$ cat src/sapc_pkg.sv
// ----------------------------------------------------------------------------
// sapc_pkg
// Types and constants of the sos alert protocol controller.
// ----------------------------------------------------------------------------
`default_nettype none

package sapc_pkg;

  // widths of the fixed fields
  localparam int TIME_W    = 32;
  localparam int ID_W      = 8;
  localparam int CFG_W     = 16;
  localparam int CFG_IDX_W = 3;
  localparam int NUM_SLOTS = 3;
  localparam int NUM_CAND  = 5;

  // alarm mode, one-hot
  typedef enum logic [2:0] {
    MODE_IDLE = 3'b001,
    MODE_OUT  = 3'b010,
    MODE_IN   = 3'b100
  } mode_t;

  // alarm_state codes on the result channel
  localparam logic [1:0] STATE_IDLE = 2'd0;
  localparam logic [1:0] STATE_OUT  = 2'd1;
  localparam logic [1:0] STATE_IN   = 2'd2;

  // result actions
  localparam logic [1:0] ACT_NONE = 2'd0;
  localparam logic [1:0] ACT_SEND = 2'd1;
  localparam logic [1:0] ACT_TONE = 2'd2;

  // packet types
  localparam logic [1:0] PKT_ALARM = 2'd0;
  localparam logic [1:0] PKT_CLEAR = 2'd1;
  localparam logic [1:0] PKT_ACK   = 2'd2;
  localparam logic [1:0] PKT_OTHER = 2'd3;

  // input operations
  localparam logic OP_TICK   = 1'b0;
  localparam logic OP_PACKET = 1'b1;

  // configuration register indexes
  localparam logic [CFG_IDX_W-1:0] REG_OWN_ID     = 3'd0;
  localparam logic [CFG_IDX_W-1:0] REG_HUB_ID     = 3'd1;
  localparam logic [CFG_IDX_W-1:0] REG_PARTNER_ID = 3'd2;
  localparam logic [CFG_IDX_W-1:0] REG_BCAST_ID   = 3'd3;
  localparam logic [CFG_IDX_W-1:0] REG_LONG_MS    = 3'd4;
  localparam logic [CFG_IDX_W-1:0] REG_RESEND_MS  = 3'd5;
  localparam logic [CFG_IDX_W-1:0] REG_SILENT_MS  = 3'd6;

  // fixed protocol intervals
  localparam logic [TIME_W-1:0] CLEAR_GAP_MS = 32'd300;
  localparam logic [TIME_W-1:0] ACK_GAP_MS   = 32'd2000;
  localparam logic [TIME_W-1:0] TONE_GAP_MS  = 32'd5000;

  // one queued action
  typedef struct packed {
    logic [1:0]      action;
    logic [1:0]      tx_type;
    logic [ID_W-1:0] tx_dest;
    logic            tx_active;
  } act_t;

  localparam act_t ACT_IDLE_ENTRY = '{action: ACT_NONE, tx_type: PKT_ALARM,
                                      tx_dest: '0, tx_active: 1'b0};
  localparam act_t ACT_TONE_ENTRY = '{action: ACT_TONE, tx_type: PKT_ALARM,
                                      tx_dest: '0, tx_active: 1'b0};

endpackage

`default_nettype wire

$ cat src/sos_alert_protocol_controller.sv
// ----------------------------------------------------------------------------
// sos_alert_protocol_controller
// Alarm controller: button press detection, alarm raise and cancel, periodic
// resend, clear bursts, incoming alarm ack, tone and silence timeout.
// ----------------------------------------------------------------------------
// Pipeline: an item passes through the input register and then the result buffer.
// Throughput: an item yields one to four results, one result per cycle while
//   out_ready is high; the next item is taken into the input register while
//   results of the previous one drain.
// Reset: synchronous rst_n puts the block in idle with all timers at zero and
//   the configuration registers at their default values.
`default_nettype none

module sos_alert_protocol_controller #(
  parameter int CLEAR_BURST = 3,
  parameter int ID_BITS     = 8
) (
  input  wire logic                              clk,
  input  wire logic                              rst_n,
  // configuration
  input  wire logic                              cfg_we,
  input  wire logic [sapc_pkg::CFG_IDX_W-1:0]    cfg_index,
  input  wire logic [sapc_pkg::CFG_W-1:0]        cfg_wdata,
  // input channel
  input  wire logic                              in_valid,
  output logic                                   in_ready,
  input  wire logic                              in_operation,
  input  wire logic [31:0]                       in_now_ms,
  input  wire logic                              in_button_down,
  input  wire logic [1:0]                        in_rx_type,
  input  wire logic [7:0]                        in_rx_source,
  input  wire logic [7:0]                        in_rx_dest,
  input  wire logic                              in_rx_active,
  // result channel
  output logic                                   out_valid,
  input  wire logic                              out_ready,
  output logic [1:0]                             out_action,
  output logic [1:0]                             out_tx_type,
  output logic [7:0]                             out_tx_dest,
  output logic                                   out_tx_active,
  output logic [1:0]                             out_alarm_state,
  output logic [7:0]                             out_peer,
  output logic                                   out_delivered,
  output logic                                   out_last
);

  localparam int CLR_W = $clog2(CLEAR_BURST + 1);
  localparam logic [CLR_W-1:0] CLEAR_INIT = CLR_W'(CLEAR_BURST);
  localparam logic [7:0] ID_MASK = (ID_BITS >= 8) ? 8'hFF : 8'((1 << ID_BITS) - 1);
  localparam int TW = sapc_pkg::TIME_W;

  // configuration registers
  logic [7:0]  own_id_r, hub_id_r, partner_id_r, bcast_id_r;
  logic [15:0] long_ms_r, resend_ms_r, silent_ms_r;

  always_ff @(posedge clk) begin
    if (!rst_n) begin
      own_id_r     <= 8'd1;
      hub_id_r     <= 8'd0;
      partner_id_r <= 8'd2;
      bcast_id_r   <= 8'd255;
      long_ms_r    <= 16'd2000;
      resend_ms_r  <= 16'd1000;
      silent_ms_r  <= 16'd10000;
    end else if (cfg_we) begin
      unique case (cfg_index)
        sapc_pkg::REG_OWN_ID:     own_id_r     <= cfg_wdata[7:0];
        sapc_pkg::REG_HUB_ID:     hub_id_r     <= cfg_wdata[7:0];
        sapc_pkg::REG_PARTNER_ID: partner_id_r <= cfg_wdata[7:0];
        sapc_pkg::REG_BCAST_ID:   bcast_id_r   <= cfg_wdata[7:0];
        sapc_pkg::REG_LONG_MS:    long_ms_r    <= cfg_wdata;
        sapc_pkg::REG_RESEND_MS:  resend_ms_r  <= cfg_wdata;
        sapc_pkg::REG_SILENT_MS:  silent_ms_r  <= cfg_wdata;
        default: ;
      endcase
    end
  end

  // input register
  logic          ip_vld_r;
  logic          ip_op_r;
  logic [TW-1:0] ip_now_r;
  logic          ip_btn_r;
  logic [1:0]    ip_type_r;
  logic [7:0]    ip_src_r;
  logic [7:0]    ip_dst_r;
  logic          ip_act_r;

  // result buffer
  logic [2:0]           cnt_r;
  sapc_pkg::act_t       slot_r [sapc_pkg::NUM_SLOTS];
  logic [1:0]           st_state_r;
  logic [7:0]           st_peer_r;
  logic                 st_deliv_r;

  logic buf_free, adv;

  assign buf_free = (cnt_r == 3'd0) || ((cnt_r == 3'd1) && out_ready);
  assign adv      = ip_vld_r && buf_free;
  assign in_ready = !ip_vld_r || adv;

  always_ff @(posedge clk) begin
    if (!rst_n) begin
      ip_vld_r <= 1'b0;
    end else if (in_ready) begin
      ip_vld_r <= in_valid;
    end
  end

  always_ff @(posedge clk) begin
    if (in_valid && in_ready) begin
      ip_op_r   <= in_operation;
      ip_now_r  <= in_now_ms;
      ip_btn_r  <= in_button_down;
      ip_type_r <= in_rx_type;
      ip_src_r  <= in_rx_source;
      ip_dst_r  <= in_rx_dest;
      ip_act_r  <= in_rx_active;
    end
  end

  // protocol state
  sapc_pkg::mode_t mode_r, mode_nxt;
  logic [7:0]      peer_r, peer_nxt;
  logic            deliv_r, deliv_nxt;
  logic [TW-1:0]   last_send_r, last_send_nxt;
  logic [TW-1:0]   last_rx_r, last_rx_nxt;
  logic [TW-1:0]   last_ack_r, last_ack_nxt;
  logic [TW-1:0]   last_tone_r, last_tone_nxt;
  logic [TW-1:0]   last_clear_r, last_clear_nxt;
  logic [TW-1:0]   press_start_r, press_start_nxt;
  logic [CLR_W-1:0] clears_r, clears_nxt;
  logic            btn_was_r, btn_was_nxt;
  logic            long_done_r, long_done_nxt;

  // candidate actions in emission order
  sapc_pkg::act_t cand [sapc_pkg::NUM_CAND];
  logic [sapc_pkg::NUM_CAND-1:0] cand_v;

  logic [7:0]    src_m, dst_m, hub_m, own_m, partner_m;
  logic          pressed, rising, long_fire;
  logic [TW-1:0] hold_ms, send_gap, clear_gap, rx_gap, ack_gap, tone_gap;

  assign src_m     = ip_src_r & ID_MASK;
  assign dst_m     = ip_dst_r & ID_MASK;
  assign hub_m     = hub_id_r & ID_MASK;
  assign own_m     = own_id_r & ID_MASK;
  assign partner_m = partner_id_r & ID_MASK;
  assign pressed   = ip_btn_r;
  assign rising    = pressed && !btn_was_r;

  // next state and actions of the item in the input register
  always_comb begin
    mode_nxt        = mode_r;
    peer_nxt        = peer_r;
    deliv_nxt       = deliv_r;
    last_send_nxt   = last_send_r;
    last_rx_nxt     = last_rx_r;
    last_ack_nxt    = last_ack_r;
    last_tone_nxt   = last_tone_r;
    last_clear_nxt  = last_clear_r;
    press_start_nxt = press_start_r;
    clears_nxt      = clears_r;
    btn_was_nxt     = btn_was_r;
    long_done_nxt   = long_done_r;
    cand_v          = '0;
    for (int i = 0; i < sapc_pkg::NUM_CAND; i++) begin
      cand[i] = sapc_pkg::ACT_IDLE_ENTRY;
    end
    hold_ms   = '0;
    long_fire = 1'b0;
    send_gap  = '0;
    clear_gap = '0;
    rx_gap    = '0;
    ack_gap   = '0;
    tone_gap  = '0;

    if (ip_op_r == sapc_pkg::OP_PACKET) begin
      // received packet, hub traffic dropped
      if (src_m != hub_m) begin
        unique case (ip_type_r)
          sapc_pkg::PKT_ALARM: begin
            if (ip_act_r) begin
              last_rx_nxt = ip_now_r;
              if (mode_r == sapc_pkg::MODE_IDLE) begin
                mode_nxt      = sapc_pkg::MODE_IN;
                peer_nxt      = src_m;
                deliv_nxt     = 1'b0;
                last_tone_nxt = ip_now_r;
                last_ack_nxt  = '0;
                cand_v[0]     = 1'b1;
                cand[0]       = sapc_pkg::ACT_TONE_ENTRY;
              end
            end else if (mode_r == sapc_pkg::MODE_IN && src_m == peer_r) begin
              mode_nxt  = sapc_pkg::MODE_IDLE;
              peer_nxt  = '0;
              deliv_nxt = 1'b0;
            end
          end
          sapc_pkg::PKT_CLEAR: begin
            if (mode_r == sapc_pkg::MODE_IN && src_m == peer_r) begin
              mode_nxt  = sapc_pkg::MODE_IDLE;
              peer_nxt  = '0;
              deliv_nxt = 1'b0;
            end
          end
          sapc_pkg::PKT_ACK: begin
            if (mode_r == sapc_pkg::MODE_OUT && dst_m == own_m) begin
              deliv_nxt = 1'b1;
            end
          end
          sapc_pkg::PKT_OTHER: ;
          default: ;
        endcase
      end
    end else begin
      // button edge tracking
      if (rising) begin
        press_start_nxt = ip_now_r;
        long_done_nxt   = 1'b0;
      end
      hold_ms   = ip_now_r - press_start_nxt;
      long_fire = pressed && !long_done_nxt && (hold_ms >= {16'd0, long_ms_r});

      // long press
      if (long_fire) begin
        long_done_nxt = 1'b1;
        unique case (mode_r)
          sapc_pkg::MODE_IDLE: begin
            mode_nxt      = sapc_pkg::MODE_OUT;
            peer_nxt      = partner_m;
            last_send_nxt = '0;
            cand_v[0]     = 1'b1;
            cand[0]       = sapc_pkg::ACT_TONE_ENTRY;
          end
          sapc_pkg::MODE_OUT: begin
            mode_nxt       = sapc_pkg::MODE_IDLE;
            peer_nxt       = '0;
            deliv_nxt      = 1'b0;
            clears_nxt     = CLEAR_INIT;
            last_clear_nxt = '0;
          end
          default: begin
            mode_nxt  = sapc_pkg::MODE_IDLE;
            peer_nxt  = '0;
            deliv_nxt = 1'b0;
          end
        endcase
      end

      // short press release dismisses an incoming alarm
      if (!pressed && btn_was_r && !long_done_nxt && mode_r == sapc_pkg::MODE_IN) begin
        mode_nxt  = sapc_pkg::MODE_IDLE;
        peer_nxt  = '0;
        deliv_nxt = 1'b0;
      end
      btn_was_nxt = pressed;

      // periodic resend of own alarm
      send_gap = ip_now_r - last_send_nxt;
      if (mode_nxt == sapc_pkg::MODE_OUT && send_gap >= {16'd0, resend_ms_r}) begin
        last_send_nxt = ip_now_r;
        cand_v[1]     = 1'b1;
        cand[1]       = '{action: sapc_pkg::ACT_SEND, tx_type: sapc_pkg::PKT_ALARM,
                          tx_dest: bcast_id_r, tx_active: 1'b1};
      end

      // clear burst
      clear_gap = ip_now_r - last_clear_nxt;
      if (clears_nxt != '0 && clear_gap >= sapc_pkg::CLEAR_GAP_MS) begin
        last_clear_nxt = ip_now_r;
        clears_nxt     = clears_nxt - CLR_W'(1);
        cand_v[2]      = 1'b1;
        cand[2]        = '{action: sapc_pkg::ACT_SEND, tx_type: sapc_pkg::PKT_CLEAR,
                           tx_dest: bcast_id_r, tx_active: 1'b0};
      end

      // incoming alarm: timeout, ack and tone
      rx_gap   = ip_now_r - last_rx_r;
      ack_gap  = ip_now_r - last_ack_r;
      tone_gap = ip_now_r - last_tone_r;
      if (mode_nxt == sapc_pkg::MODE_IN) begin
        if (rx_gap > {16'd0, silent_ms_r}) begin
          mode_nxt  = sapc_pkg::MODE_IDLE;
          peer_nxt  = '0;
          deliv_nxt = 1'b0;
        end else begin
          if (ack_gap >= sapc_pkg::ACK_GAP_MS) begin
            last_ack_nxt = ip_now_r;
            cand_v[3]    = 1'b1;
            cand[3]      = '{action: sapc_pkg::ACT_SEND, tx_type: sapc_pkg::PKT_ACK,
                             tx_dest: peer_nxt, tx_active: 1'b0};
          end
          if (tone_gap >= sapc_pkg::TONE_GAP_MS) begin
            last_tone_nxt = ip_now_r;
            cand_v[4]     = 1'b1;
            cand[4]       = sapc_pkg::ACT_TONE_ENTRY;
          end
        end
      end
    end
  end

  // pack the candidate actions into the buffer slots
  sapc_pkg::act_t slot_nxt [sapc_pkg::NUM_SLOTS];
  logic [2:0]     n_act;

  always_comb begin
    n_act = '0;
    for (int i = 0; i < sapc_pkg::NUM_SLOTS; i++) begin
      slot_nxt[i] = sapc_pkg::ACT_IDLE_ENTRY;
    end
    for (int i = 0; i < sapc_pkg::NUM_CAND; i++) begin
      if (cand_v[i] && n_act < 3'(sapc_pkg::NUM_SLOTS)) begin
        slot_nxt[n_act[1:0]] = cand[i];
        n_act = n_act + 3'd1;
      end
    end
  end

  // status code of the mode after the item
  logic [1:0] state_code;

  always_comb begin
    unique case (mode_nxt)
      sapc_pkg::MODE_IDLE: state_code = sapc_pkg::STATE_IDLE;
      sapc_pkg::MODE_OUT:  state_code = sapc_pkg::STATE_OUT;
      sapc_pkg::MODE_IN:   state_code = sapc_pkg::STATE_IN;
      default:             state_code = sapc_pkg::STATE_IDLE;
    endcase
  end

  // state update when the item moves into the result buffer
  always_ff @(posedge clk) begin
    if (!rst_n) begin
      mode_r        <= sapc_pkg::MODE_IDLE;
      peer_r        <= '0;
      deliv_r       <= 1'b0;
      last_send_r   <= '0;
      last_rx_r     <= '0;
      last_ack_r    <= '0;
      last_tone_r   <= '0;
      last_clear_r  <= '0;
      press_start_r <= '0;
      clears_r      <= '0;
      btn_was_r     <= 1'b0;
      long_done_r   <= 1'b0;
    end else if (adv) begin
      mode_r        <= mode_nxt;
      peer_r        <= peer_nxt;
      deliv_r       <= deliv_nxt;
      last_send_r   <= last_send_nxt;
      last_rx_r     <= last_rx_nxt;
      last_ack_r    <= last_ack_nxt;
      last_tone_r   <= last_tone_nxt;
      last_clear_r  <= last_clear_nxt;
      press_start_r <= press_start_nxt;
      clears_r      <= clears_nxt;
      btn_was_r     <= btn_was_nxt;
      long_done_r   <= long_done_nxt;
    end
  end

  // result buffer count: queued actions plus the closing status item
  always_ff @(posedge clk) begin
    if (!rst_n) begin
      cnt_r <= '0;
    end else if (adv) begin
      cnt_r <= n_act + 3'd1;
    end else if (out_valid && out_ready) begin
      cnt_r <= cnt_r - 3'd1;
    end
  end

  // result buffer payload, shifted by one on each transfer
  always_ff @(posedge clk) begin
    if (adv) begin
      for (int i = 0; i < sapc_pkg::NUM_SLOTS; i++) begin
        slot_r[i] <= slot_nxt[i];
      end
      st_state_r <= state_code;
      st_peer_r  <= peer_nxt;
      st_deliv_r <= deliv_nxt;
    end else if (out_valid && out_ready) begin
      for (int i = 0; i < sapc_pkg::NUM_SLOTS - 1; i++) begin
        slot_r[i] <= slot_r[i+1];
      end
      slot_r[sapc_pkg::NUM_SLOTS-1] <= sapc_pkg::ACT_IDLE_ENTRY;
    end
  end

  // result channel
  sapc_pkg::act_t head;

  assign head            = (cnt_r > 3'd1) ? slot_r[0] : sapc_pkg::ACT_IDLE_ENTRY;
  assign out_valid       = (cnt_r != 3'd0);
  assign out_action      = head.action;
  assign out_tx_type     = head.tx_type;
  assign out_tx_dest     = head.tx_dest;
  assign out_tx_active   = head.tx_active;
  assign out_alarm_state = st_state_r;
  assign out_peer        = st_peer_r;
  assign out_delivered   = st_deliv_r;
  assign out_last        = (cnt_r == 3'd1);

endmodule

`default_nettype wire
$ cat config.mk
export PLATFORM = sky130hd
export DESIGN_NAME = sos_alert_protocol_controller
export DESIGN_NICKNAME = d
export VERILOG_FILES = /design/src/sapc_pkg.sv /design/src/sos_alert_protocol_controller.sv
export SDC_FILE = /design/constraint.sdc
export NUM_CORES = 1
export LEC_CHECK = 0
export BUFFER_PORTS_ARGS = -buffer_cell sky130_fd_sc_hd__buf_2
export CORE_MARGIN = 3
export CORE_UTILIZATION = 48
export CTS_CLUSTER_DIAMETER = 200
export DETAILED_ROUTE_END_ITERATION = 16
export PLACE_DENSITY = 0.65
export SLEW_MARGIN = 25
export SYNTH_ARGS = -nofsm -noshare
export SYNTH_HDL_FRONTEND = slang
export SYNTH_SLANG_ARGS = --single-unit
$ cat constraint.sdc
create_clock -name clk -period 26.4 [get_ports clk]
set_input_delay 5.28 -clock clk [delete_from_list [all_inputs] [get_ports clk]]
set_output_delay 5.28 -clock clk [all_outputs]
set_load 0.05 [all_outputs]
; Yosys cells after proc, flatten, opt, wreduce, memory -nomap -nowiden
; Memory sizes are Yosys's and may differ from the RTL's.
; Index checks and enable logic that the tools add are counted.
[word_totals]
register_bits = 356
ramBits = 39
inputBits = 77
output_inout_bits = 27
word_cells = 274
mem_count = 1
[memory_table]
columns = memory, depth, width, rd, rd_clocked_by_memory_dff, write_ports, line_no
row1 = slot_r, 3, 13, 3, 0, 3, sos_alert_protocol_controller.sv:91  ; sapc_pkg::act_t slot_r [sapc_pkg::NUM_SLOTS];
[classes]
add_sub_neg = 13
order_cmp = 19
eq_ne = 24
mux = 129
bitwise = 8
n_reduce_logical = 49
[ops]
columns = op, count
row1 = 32-bit two-way mux, 26
row2 = 13-bit two-way mux, 16
row3 = 32-bit subtractor, 6
row4 = 39-bit bitwise mux, 4
row5 = 39-bit two-way mux, 4
row6 = 13-bit demux with 2-bit select, 4
row7 = 8-bit two-way mux, 10
row8 = 32-bit by 16-bit >= comparator with 1-bit output, 2
row9 = 51-bit two-way mux, 1
row10 = 25-bit two-way mux, 2
row11 = 3-bit two-way mux, 16
row12 = 12-bit two-way mux, 3
row13 = 32-bit by 11-bit >= comparator with 1-bit output (second input constant), 1
row14 = 32-bit by 13-bit >= comparator with 1-bit output (second input constant), 1
row15 = 32-bit by 9-bit >= comparator with 1-bit output (second input constant), 1
row16 = 32-bit by 16-bit greater-than comparator with 1-bit output, 1
row17 = 1-bit two-way mux, 31
row18 = 1-bit logical AND, 22
row19 = 3-bit == test (second input constant), 6
row20 = 8-bit == test, 2
row21 = 8-bit case mux with 2 select lines, 1
row22 = 2-bit AND reduction, 8
row23 = 8-bit AND reduction, 2
row24 = 3-bit by 1-bit adder with 3-bit output (second input constant), 5
row25 = other kinds (28), 67

; Depth between registers and ports, before layout
[depth]
ltp_word = 34
ltp_mapped = 69
ltp_nobuf = 63

; Worst setup path before layout
; Ideal clock, no wire load.
[synth_timing]
path_type = reg-to-reg
startpoint = reg ip_btn_r
endpoint = reg cnt_r[1]
arrival_ns = 13.197
slack_ns = 13.087
path_stages_with_launch = 66
path_buffers = 8
synth_period_minus_slack_ns = 13.313
path_cell_list = edfxtp_1 nand2b_1 buf_2 buf_2 buf_1 buf_1 nand2_1 o21ai_0 ha_1 inv_1 ha_1 a2111o_1 a32oi_2 o22ai_1 a21oi_1 xnor2_1 ha_1 a21oi_1 [... 30 more ...] o31ai_1 a2111oi_2 nand4_1 nor4_4 a31oi_2 inv_1 fa_1 nor2_1 a211oi_2 buf_2 a21oi_1 inv_1 ha_1 o31ai_1 ha_1 nand2_1 o21ai_0 o211a_1
[synth_via]
elab_chain_cells = 30
word_cells_on_any_way = 60
classes_between = 8 x add/sub / 7 x order compare / 2 x eq/ne / 27 x mux / 16 x reduce/logical
[synth_rtl]
columns = element, line_no
row1 = start: declaration, sos_alert_protocol_controller.sv:83  ; logic ip_btn_r;
row2 = start signal: assignment, sos_alert_protocol_controller.sv:114  ; ip_btn_r <= in_button_down;
row3 = branches (longest 27 deep; another with 32-bit subtractor), n/a
row4 = 3-bit two-way mux *, sos_alert_protocol_controller.sv:314  ; if (cand_v[i] && n_act < 3'(sapc_pkg::NUM_SLOTS)) begin
row5 = 3-bit by 1-bit adder with 3-bit output *, sos_alert_protocol_controller.sv:369  ; cnt_r <= n_act + 3'd1;
row6 = 3-bit two-way mux *, sos_alert_protocol_controller.sv:368  ; end else if (adv) begin
row7 = end signal: assignment, sos_alert_protocol_controller.sv:369
row8 = end signal: assignment, sos_alert_protocol_controller.sv:371  ; cnt_r <= cnt_r - 3'd1;
row9 = end: declaration, sos_alert_protocol_controller.sv:90  ; logic [2:0] cnt_r;
; Mark *: on every way between the ends. The select of a mux whose other input is x is not followed.
; A chain may end at the register's enable or synchronous reset.

==> impl_metrics.csv <==
group,metric,value,unit
status,status,"finished, final reports clean",
synth,syn_inst,3641,
floorplanning,die_height,253,microns
power_and_ir_drop,ir_drop,69.2,uV
detailed_routing,routed_via_density,6.01,
cts,cts_tree,"built",
synth,synthFlopType,"dfxtp_1",
cts,numCtsBuffers,46,
detailed_routing,vias,27000,
timing,hold_violations,0,
power_and_ir_drop,p_per_area,75.5,nW/um^2
timing,tns,0,ns
cts,clk_latency,0.60,ns
place,io_buffers,103,
worst_setup_path,critPathKind,"reg2reg",
layout,seq_area,8910,sq um
floorplanning,initial_utilization,49.0,%
place,dpl.hpwl,63500,microns
timing,period_minus_slack,14.48,ns
cts,clockRootBuffer,"clkbuf_16",
cts,cts.htree.levels,2,
cts,cts_hold_buf,0,
synth,async_flop_share,0,%
layout,multi_input_area,18800,sq um
synth,ys_warn_count,0,
synth,synth_seq_area_share,30.5,%
global_route,gr-usage-all-layers,27.1,%
floorplanning,die_area,63900,sq um
layout,num-nets-final,4004,
power_and_ir_drop,power,2.42,mW
detailed_routing,dr.pass1.iters,6,
synth,syn_nets,3962,
timing,maxSlewViolCount,0,
synth,synth_edf_count,102,
min_path,hold_path_class,"reg2reg",
synth,ys_types,102,
floorplanning,rows,89,
global_route,grt_overflow,0,
cts,cts.sinks,394,
timing,slew_headroom,31.2,%
timing,fin_skew,0.0309,ns
layout,postLayoutCellArea,32000,sq um
cts,max-clock-path-buffers,3,
floorplanning,num_io_pins,104,
power_and_ir_drop,power_leakage,12.4,nW
layout,n_fill_cell,5794,
worst_setup_path,worstSetupStartpointType,"flop",
detailed_routing,drt_iter0_markers,2581,
worst_setup_path,cpMostUsedCell,"ha_1",
timing,tightest_slew,1.02,ns
place,placed_area,30500,sq um
worst_setup_path,worst-path-max-fanout,53,
flow_run,cap_violations,0,
worst_setup_path,slowest_stage,"fa_1",
global_route,grt_pass1_wl,137000,microns
place,gp_congestion,0.959,
detailed_routing,drt_wl_total,89000,microns
detailed_routing,drc,0,
global_route,grt_max_degree,106,
cts,post_cts_buffers,0,
global_route,grt_pass1_vias,24500,
timing,fin_hold_ws,0.447,ns
floorplanning,die_x,253,microns
synth,avgSynthCellArea,8.03,sq um
detailed_routing,wire_per_inst,19.8,microns
layout,drive_above_1_share,7.95,%
timing,setup_viol,0,
synth,synth_area,29300,sq um
timing,rsz0062_at_grt,"false",
cts,cts.repair.resized,0,
cts,clk_pin_slew,0.06,ns
floorplanning,core_area,59700,sq um
layout,syn_to_final_growth,9.41,%
layout,fin_cells,4497,
timing,max_freq,0.0691,GHz
timing,period_share,54.8,%
place,dp_cells,4408,
worst_setup_path,cpPeakStageDelay,0.73,ns
worst_setup_path,worstPathArrival,14.89,ns
worst_setup_path,worstPathRequired,26.81,ns
worst_setup_path,end_kind,"flop",
global_route,antenna_found_initial,4,
detailed_routing,ant_nets,0,
synth,ys_ff_latch,394,
[worst max-delay path: cells and delay by family, from the launching register on]
family / cells / cell delay, ns
mux: 1 / 0.32
xor+xnor: 3 / 0.53
simple gates: 16 / 2.43
buf+inv: 4 / 0.95
fa+ha+maj: 11 / 3.81
flops: 1 / 0.40
compound gates: 24 / 5.81
[cell usage after synthesis, types with 12 or more instances]
cell | instances | share of area, %
o21a_1 | 43 | 1.1
o2111ai_1 | 13 | 0.39
nand4_1 | 73 | 1.6
o31ai_1 | 16 | 0.41
o211ai_1 | 35 | 0.90
buf_2 | 14 | 0.24
inv_1 | 251 | 3.2
o21ai_1 | 15 | 0.26
edfxtp_1 | 102 | 10
and2_1 | 31 | 0.66
o22ai_1 | 15 | 0.32
xor2_1 | 53 | 1.6
nand3_1 | 83 | 1.4
mux2i_1 | 41 | 1.4
a211o_1 | 12 | 0.36
nand2b_1 | 49 | 1.0
ha_1 | 238 | 10
o211a_1 | 25 | 0.86
dfxtp_1 | 292 | 20
nor4_1 | 17 | 0.36
o21ai_0 | 168 | 2.9
nand2_1 | 557 | 7.1
a22o_1 | 51 | 1.5
xnor2_1 | 89 | 2.7
nor2b_1 | 123 | 2.6
a2111oi_0 | 17 | 0.51
a21o_1 | 81 | 2.1
and3_1 | 21 | 0.45
a31oi_1 | 26 | 0.56
a21boi_0 | 150 | 3.8
nor2_1 | 194 | 2.5
a21oi_1 | 229 | 3.9
nor3_1 | 64 | 1.1
o21bai_1 | 26 | 0.67
clkbuf_1 | 134 | 1.7
a211oi_1 | 25 | 0.64
a22oi_1 | 37 | 0.95
[flip-flops by register name (all words and copies together), names as in the netlist, 32 cells and up]
register and flops:
last_send_r 32, last_clear_r 32, ip_now_r 32, last_ack_r 32
last_rx_r 32, last_tone_r 32, press_start_r 32, slot_r 38
[final cells by class]
| class | count | share of cell area [%] |
|---|---|---|
| multi-input cells | 2832 | 58.7 |
| flip-flops and latches | 394 | 27.8 |
| clock buffers | 67 | 4.21 |
| well taps | 773 | 3.02 |
| inverters | 252 | 2.96 |
| repair buffers | 157 | 2.90 |
| clock inverters | 19 | 0.403 |
| diodes | 3 | 0.0235 |
[worst paths after layout]
kind	slack, ns	depth (start not counted)	end	startpoint
setup / recovery	11.92	59	slot_r[0][6]$_DFFE_PP_	btn_was_r$_SDFFE_PN0P_
hold / removal	0.45	2	clears_r[1]$_SDFFE_PN0P_	clears_r[1]$_SDFFE_PN0P_
setup reg to reg	11.92	59	slot_r[0][6]$_DFFE_PP_	btn_was_r$_SDFFE_PN0P_
hold reg to reg	0.45	2	clears_r[1]$_SDFFE_PN0P_	clears_r[1]$_SDFFE_PN0P_
[power breakdown]
part	leakage (nW)	switching [mW]	internal, mW	total (mW)
logic	8.32	0.687	0.367	1.05
clock network	0.722	0.267	0.356	0.623
registers	3.36	0.0378	0.702	0.740
total	12.4	0.992	1.42	2.42
[per-stage QoR]
step / setup slack [ns] / utilization, %
after global routing: 10.65 / 53.6
after CTS: 12.00 / 53.6
after floorplan: 13.09 / -
after global placement: 12.46 / 51.1
final: 11.92 / 53.6
after detailed placement: 12.07 / 51.1
[layout by cell type, fill, tap and decap left out, drive strengths merged, types with 64 or more instances in the layout]
| master | count |
|---|---|
| nand2 | 558 |
| dfxtp | 292 |
| inv | 252 |
| ha | 238 |
| a21oi | 232 |
| nor2 | 194 |
| o21ai | 184 |
| buf | 157 |
| a21boi | 150 |
| nor2b | 123 |
| edfxtp | 102 |
| xnor2 | 89 |
| nand3 | 84 |
| a21o | 82 |
| nand4 | 73 |
| clkbuf | 67 |
| nor3 | 64 |
[layer usage]
metal,vias to the layer above,part of all wire (%),wire (microns),global-route usage [%]
li1,13200,-,-,-
met1,12800,46,40900,38.7
met2,905,43,38000,41.4
met3,173,7.3,6490,3.79
met4,2,4.1,3630,10.5
met5,-,0.015,13,0
[kinds of logic after synthesis]
group / Yosys count / share of synthesized area, %
adder cells (fa/ha/maj): 251 / 10.8
multiplexers: 49 / 1.74
AND/OR/NAND/NOR: 1283 / 20.8
flip-flops: 394 / 30.5
XOR/XNOR: 142 / 4.25
AO/OA/AOI/OAI: 1107 / 26.3
buffers and inverters: 415 / 5.55
(Power assumes the default switching activity.)
